**config.mk**
```make
export PLATFORM = sky130hd
export DESIGN_NAME = alrf_ctrl
export DESIGN_NICKNAME = d
export VERILOG_FILES = /design/src/hw/rtl/alrf_pkg.sv /design/src/hw/rtl/alrf_ctrl.sv
export SDC_FILE = /design/constraint.sdc
export NUM_CORES = 1
export LEC_CHECK = 0
export ABC_CLOCK_PERIOD_IN_PS = 1800
export BUFFER_PORTS_ARGS = -buffer_cell sky130_fd_sc_hd__buf_2
export CAP_MARGIN = 20
export CORE_AREA = 2 2 39 41
export CTS_CLUSTER_SIZE = 30
export DETAILED_ROUTE_END_ITERATION = 12
export DIE_AREA = 0 0 41 43
export PLACE_DENSITY = 0.44
export SLEW_MARGIN = 20
export SYNTH_ARGS = -nofsm -noshare
export SYNTH_HDL_FRONTEND = slang
export SYNTH_SLANG_ARGS = --single-unit
```
**constraint.sdc**
```tcl
create_clock -name clk -period 1.8 [get_ports clk]
set_clock_uncertainty 0.1 [all_clocks]
set_input_delay 0.18 -clock clk [delete_from_list [all_inputs] [get_ports clk]]
set_output_delay 0.18 -clock clk [all_outputs]
set_load 0.05 [all_outputs]
```
**src/hw/rtl/alrf_pkg.sv**
```systemverilog
// shared types, constants and handshake structs for the audio loop recorder
// no dependencies; every other file but alrf_ram refers to this package by scoped names
`timescale 1ns / 1ps

package alrf_pkg;

	// memory geometry
	localparam int BUFFER_DEPTH = 65536;
	localparam int FADE_LEN     = 24;
	localparam int ADDR_W       = $clog2(BUFFER_DEPTH);
	localparam int POS_W        = ADDR_W + 1;
	localparam int SAMPLE_W     = 16;

	// fade walk: fade-in entries first, then fade-out entries
	localparam int FI_CNT   = (FADE_LEN < BUFFER_DEPTH) ? FADE_LEN : BUFFER_DEPTH;
	localparam int FO_START = (FADE_LEN <= BUFFER_DEPTH) ? BUFFER_DEPTH - FADE_LEN : 0;
	localparam int FO_CNT   = BUFFER_DEPTH - FO_START;
	localparam int FADE_TOT = FI_CNT + FO_CNT;
	localparam int FCNT_W   = $clog2(FADE_TOT);

	// fade arithmetic: |s| * num, then divide by FADE_LEN through a reciprocal
	localparam int FADE_W  = $clog2(FADE_LEN + 1);
	localparam int NUM_W   = (SAMPLE_W - 1) + FADE_W;
	localparam int DIV_SH  = $clog2(FADE_LEN);
	localparam int RECIP_K = NUM_W + DIV_SH;
	localparam int RECIP_W = NUM_W + 1;
	localparam int PROD_W  = NUM_W + RECIP_W;
	localparam int QUO_W   = SAMPLE_W + 1;
	localparam longint unsigned RECIP_L =
		((64'd1 << RECIP_K) + FADE_LEN - 1) / FADE_LEN;
	localparam logic [RECIP_W-1:0] RECIP = RECIP_W'(RECIP_L);

	// item command codes
	typedef enum logic [1:0] {
		MODE_TICK  = 2'd0,
		MODE_START = 2'd1,
		MODE_STOP  = 2'd2,
		MODE_PLAY  = 2'd3
	} mode_t;

	// controller to datapath
	typedef struct packed {
		logic accept;
		logic fade_mul;
		logic fade_scl;
		logic fade_wr;
	} dp_cmd_t;

	// datapath to controller
	typedef struct packed {
		logic fade_req;
		logic fade_last;
	} dp_stat_t;

endpackage

```
**src/hw/rtl/alrf_ctrl.sv**
```systemverilog
// controller: accepts items, sequences the fade walk, raises busy and the result strobe
// depends on alrf_pkg
`timescale 1ns / 1ps

module alrf_ctrl (
	input  logic               clk,
	input  logic               arst_n,
	input  logic               start,
	input  alrf_pkg::dp_stat_t stat,
	output alrf_pkg::dp_cmd_t  cmd,
	output logic               busy,
	output logic               done
);

	typedef enum logic [4:0] {
		ST_IDLE = 5'b00001,
		ST_RD   = 5'b00010,
		ST_MUL  = 5'b00100,
		ST_SCL  = 5'b01000,
		ST_WR   = 5'b10000
	} state_t;

	state_t state_q;
	state_t state_nx;
	logic   done_q;

	// next state
	always_comb begin
		state_nx = state_q;
		unique case (state_q)
			ST_IDLE: begin
				if (start && stat.fade_req) begin
					state_nx = ST_RD;
				end
			end
			ST_RD:  state_nx = ST_MUL;
			ST_MUL: state_nx = ST_SCL;
			ST_SCL: state_nx = ST_WR;
			ST_WR:  state_nx = stat.fade_last ? ST_IDLE : ST_RD;
			default: state_nx = ST_IDLE;
		endcase
	end

	// commands to the datapath
	always_comb begin
		busy         = (state_q != ST_IDLE);
		cmd.accept   = start && !busy;
		cmd.fade_mul = (state_q == ST_MUL);
		cmd.fade_scl = (state_q == ST_SCL);
		cmd.fade_wr  = (state_q == ST_WR);
	end

	always_ff @(posedge clk or negedge arst_n) begin
		if (!arst_n) begin
			state_q <= ST_IDLE;
			done_q  <= 1'b0;
		end else begin
			state_q <= state_nx;
			done_q  <= cmd.accept;
		end
	end

	assign done = done_q;

endmodule

```
# Yosys cells after proc, flatten, opt, wreduce, memory -nomap -nowiden
# Cells that the tools add are included.
word_totals:
  ram_bits: 0
  mem_bits_ro: 0
  latch_bits: 0
  inputBits: 5
  ff_bits: 6
  out_inout_bits: 6
  n_memories: 0
classes:
  shifts: 0
  mul: 0
  bitwise_logic: 0
  div: 0
  reduce_logical: 3
  n_addsub: 0
  muxes: 3
  n_eq_ne: 7
  order_cmp: 0
ops:
  columns: ["operator", "count"]
  rows:
  - ["5-bit case mux with 5 select lines", 1]
  - ["5-bit by 1-bit == test with 1-bit output, second input constant", 1]
  - ["5-bit by 2-bit == test with 1-bit output, second input constant", 1]
  - ["5-bit by 3-bit == test with 1-bit output, second input constant", 1]
  - ["5-bit by 4-bit == test with 1-bit output, second input constant", 1]
  - ["5-bit == test, second input constant", 1]
  - ["5-bit two-way mux", 1]
  - ["5-bit by 1-bit != test with 1-bit output, second input constant", 1]
  - ["1-bit logical AND", 2]
  - ["2-bit two-way mux", 1]
  - ["2-bit != test, second input constant", 1]
  - ["1-bit logical NOT", 1]

# Depth between registers and ports, before layout
depth:
  ltp_word: 3
  depth_mapped: 5
  ltp_nobuf: 4

# Least setup slack after synthesis
# Ideal clock, no wire load.
synth_path:
  path_kind: "register to register"
  startpoint: "reg state_q[2]"
  endpoint: "reg state_q[0]"
  path_buffers: 0
  arrival_time_ns: 2.580
  stages_incl_launch_ff: 4
  required_ns: 1.634
  slack_ns: -0.946
  period_less_slack_ns: 2.746
  path_cell_list: "dfrtp_1 -> or2_4 -> nor4_1 -> a22o_1"
synth_rtl:
  columns: ["item", "line", "source"]
  rows:
  - ["from (decl)", "alrf_ctrl.sv:23", "state_t state_q;"]
  - ["from (signal assigned)", "alrf_ctrl.sv:58", "state_q <= state_nx;"]

==> impl_metrics.ini <==
[finish]
fin_area_um2 = 463
area_growth_pct = 53.5
layout-drive-gt1-share = 0.500
diodes = 0
fin_nets = 50

[cts]
cts_tree = built
ctsLongestPathBuffers = 2
cts_root_buffer = clkbuf_4
htreeDepth = 1
cts-buffers-inserted = 3
cts_sinks = 6
clock_latency_ps = 250
clkTransAtPathRegs_ps = 50

[floorplanning]
io_pins = 11
initial_core_util = 0.218
die-area_um2 = 1760
die_height_um = 43
core_area_um2 = 1380
die_w_um = 41
rows = 14

[timing]
fin_crit_sh = 0.953
max_freq_ghz = 0.583
period_minus_slack_ps = 1710
finalSetupViolCount = 0
worst_pin_slew_ps = 265
slew_violations = 0
worst_slack_ps = 85.4
hold_violations = 0
relSlewSlack = 0.821
rsz0062_at_grt = false

[placement]
hpwl_um = 562
io_buffers = 10
place_ws_ps = 156
gp_congestion = 0.722
place_area_um2 = 398

[detailed_routing]
drt_iter0_drc = 2
post_drt_wl_per_cell_um = 11.9
firstDrtPassIters = 2
wl_um = 715
viasPerCell = 4.78
dr_total_vias = 287
final_antenna_net_count = 0
drc = 0

[logic_synthesis]
syn_area_um2 = 302
synth-seq-cells = 6
postSynthAreaPerCell_um2 = 10.1
syn_inst = 30
synth.distinct_cells = 18
yosysSeqAreaShare = 0.502
yosys_warnings = 0
syn-num-nets = 35

[job]
cap_violations = 0

[worst_setup_path]
crit_family = simple AND/OR/NAND/NOR gates
startpoint_type = flip-flop
critPathMaxStageDelay_ps = 450
crit_slowest_cell = dfrtp_1
critPathKind = reg -> out
critPathMaxFanout = 6
cp_num_buf_inv = 1
cp.required_ps = 1520
end_kind = output port
arrival_ps = 1430
cp_cell_sequence = or2_4 > nor4b_2 > buf_4

[outcome]
outcome = complete, no violations

[global_route]
grt_max_degree = 10
grt_pass1_vias = 289
track_usage = 0.108
grt_pass1_wl_um = 1180
overflow = 0
antenna_found_initial = 0

[power_and_ir_drop]
p_per_area_nw_per_um2 = 820
power_switching_mw = 0.121
leakage_nw = 0.200
clock_power_share = 0.352
seq_power_share = 0.423
peakVddDrop_v = 0.000207
switching_share = 0.318
comb_power_share = 0.225
p_int_mw = 0.259

[hold_path]
hold_path_class = in -> reg
==> area by class of cell <==
type | instances | area [um^2]
Clock buffer | 4 | 26.3
Fill cell | 144 | 921
Inverter | 2 | 7.51
Multi-Input combinational cell | 20 | 176
Sequential cell | 6 | 154
Tap cell | 16 | 20.0
Timing Repair Buffer | 12 | 78.8
==> flip-flops by register name (all words and copies together) (netlist names) <==
| signal | flops |
|---|---|
| done | 1 |
| state_q | 5 |
==> power groups by stage <==
stage,sequential (mW),combinational [mW],clock [mW]
3_5_place_dp,0.161,0.0792,0
4_1_cts,0.159,0.0833,0.144
2_1_floorplan,0.161,0.0565,0
3_3_place_gp,0.160,0.0774,0
6_report,0.160,0.0854,0.134
5_1_grt,0.162,0.0908,0.151
==> layout by cell type (no fill, tap or decap) <==
master / n
buf_2: 7
clkbuf_4: 3
dfrtp_1: 3
buf_4: 3
nor4_4: 2
nand2_1: 2
inv_1: 2
nor4_1: 2
o21ai_0: 2
dfrtp_2: 2
or2b_1: 1
nor4_2: 1
or2_4: 1
nor4b_2: 1
and3_1: 1
nand2b_1: 1
nor4b_1: 1
xor2_1: 1
o211ai_1: 1
or3_1: 1
a21o_1: 1
a22o_1: 1
clkbuf_1: 1
dlygate4sd3_1: 1
buf_6: 1
dfstp_2: 1
==> per-stage QoR <==
| step | power, mW | cells | hold slack, ps | TNS (ps) | utilization |
|---|---|---|---|---|---|
| after floorplan | 0.218 | 30 | -216 | -148 | - |
| after global placement | 0.238 | 55 | -89.9 | 0 | 0.288 |
| after detailed placement | 0.240 | 55 | -88.3 | 0 | 0.288 |
| after CTS | 0.387 | 60 | 19.1 | 0 | 0.322 |
| after global routing | 0.404 | 60 | 34.6 | 0 | 0.335 |
| final | 0.379 | 60 | 34.5 | 0 | 0.335 |
==> routing by layer <==
layer / track usage / vias to the layer above / wire length (um)
li1: - / 140 / -
met1: 0.127 / 137 / 292
met2: 0.138 / 8 / 377
met3: 0.0314 / 2 / 36
met4: 0.120 / 0 / 8
met5: 0 / - / 0
==> worst register-to-register path: stages, from the launching register on <==
cell and delay, ps:
dfrtp_1 450, or2_4 290, or3_1 310, a21o_1 180, a22o_1 200
==> synthesized netlist by cell type <==
master | count | area [um^2]
o211ai_1 | 1 | 7.51
nor4b_1 | 2 | 17.5
or2_4 | 1 | 8.76
a22o_1 | 1 | 8.76
o21ai_0 | 2 | 10.0
xor2_1 | 1 | 8.76
nand2b_1 | 1 | 6.26
and3_1 | 1 | 6.26
or3_1 | 1 | 6.26
inv_1 | 2 | 7.51
clkbuf_1 | 1 | 3.75
nand2_1 | 2 | 7.51
dfrtp_1 | 5 | 125
nor4_1 | 5 | 31.3
dfstp_2 | 1 | 26.3
or2b_1 | 1 | 7.51
buf_2 | 1 | 5.00
a21o_1 | 1 | 7.51
==> logic make-up after synthesis <==
logic type | after synthesis | synth area share
simple gates | 14 | 0.303
flops | 6 | 0.502
compound gates | 5 | 0.112
buf+inv | 4 | 0.0539
xor+xnor | 1 | 0.0291
==> worst paths after layout <==
kind	startpoint	slack (ps)	depth (start not counted)	to
worst max-delay path	state_q[1]$_DFFE_PN0P_	90	3	cmd[1]
worst min-delay path	stat[0]	30	2	state_q[1]$_DFFE_PN0P_
worst max register to register	state_q[1]$_DFFE_PN0P_	190	4	state_q[0]$_DFFE_PN1P_
worst min register to register	state_q[4]$_DFFE_PN0P_	470	1	state_q[2]$_DFFE_PN0P_
max in group asynchronous	arst_n	1180	2	state_q[0]$_DFFE_PN1P_
min in group asynchronous	arst_n	190	2	state_q[1]$_DFFE_PN0P_
==> what timing repair did <==
item	4_1_cts	5_1_grt
gates resized for setup	3	6
setup endpoints to repair	2	3
hold buffers	1	0
hold endpoints to repair	6	0
cloned	0	0
buffers inserted	0	0
No activity file was read; power rests on OpenSTA's default activity.
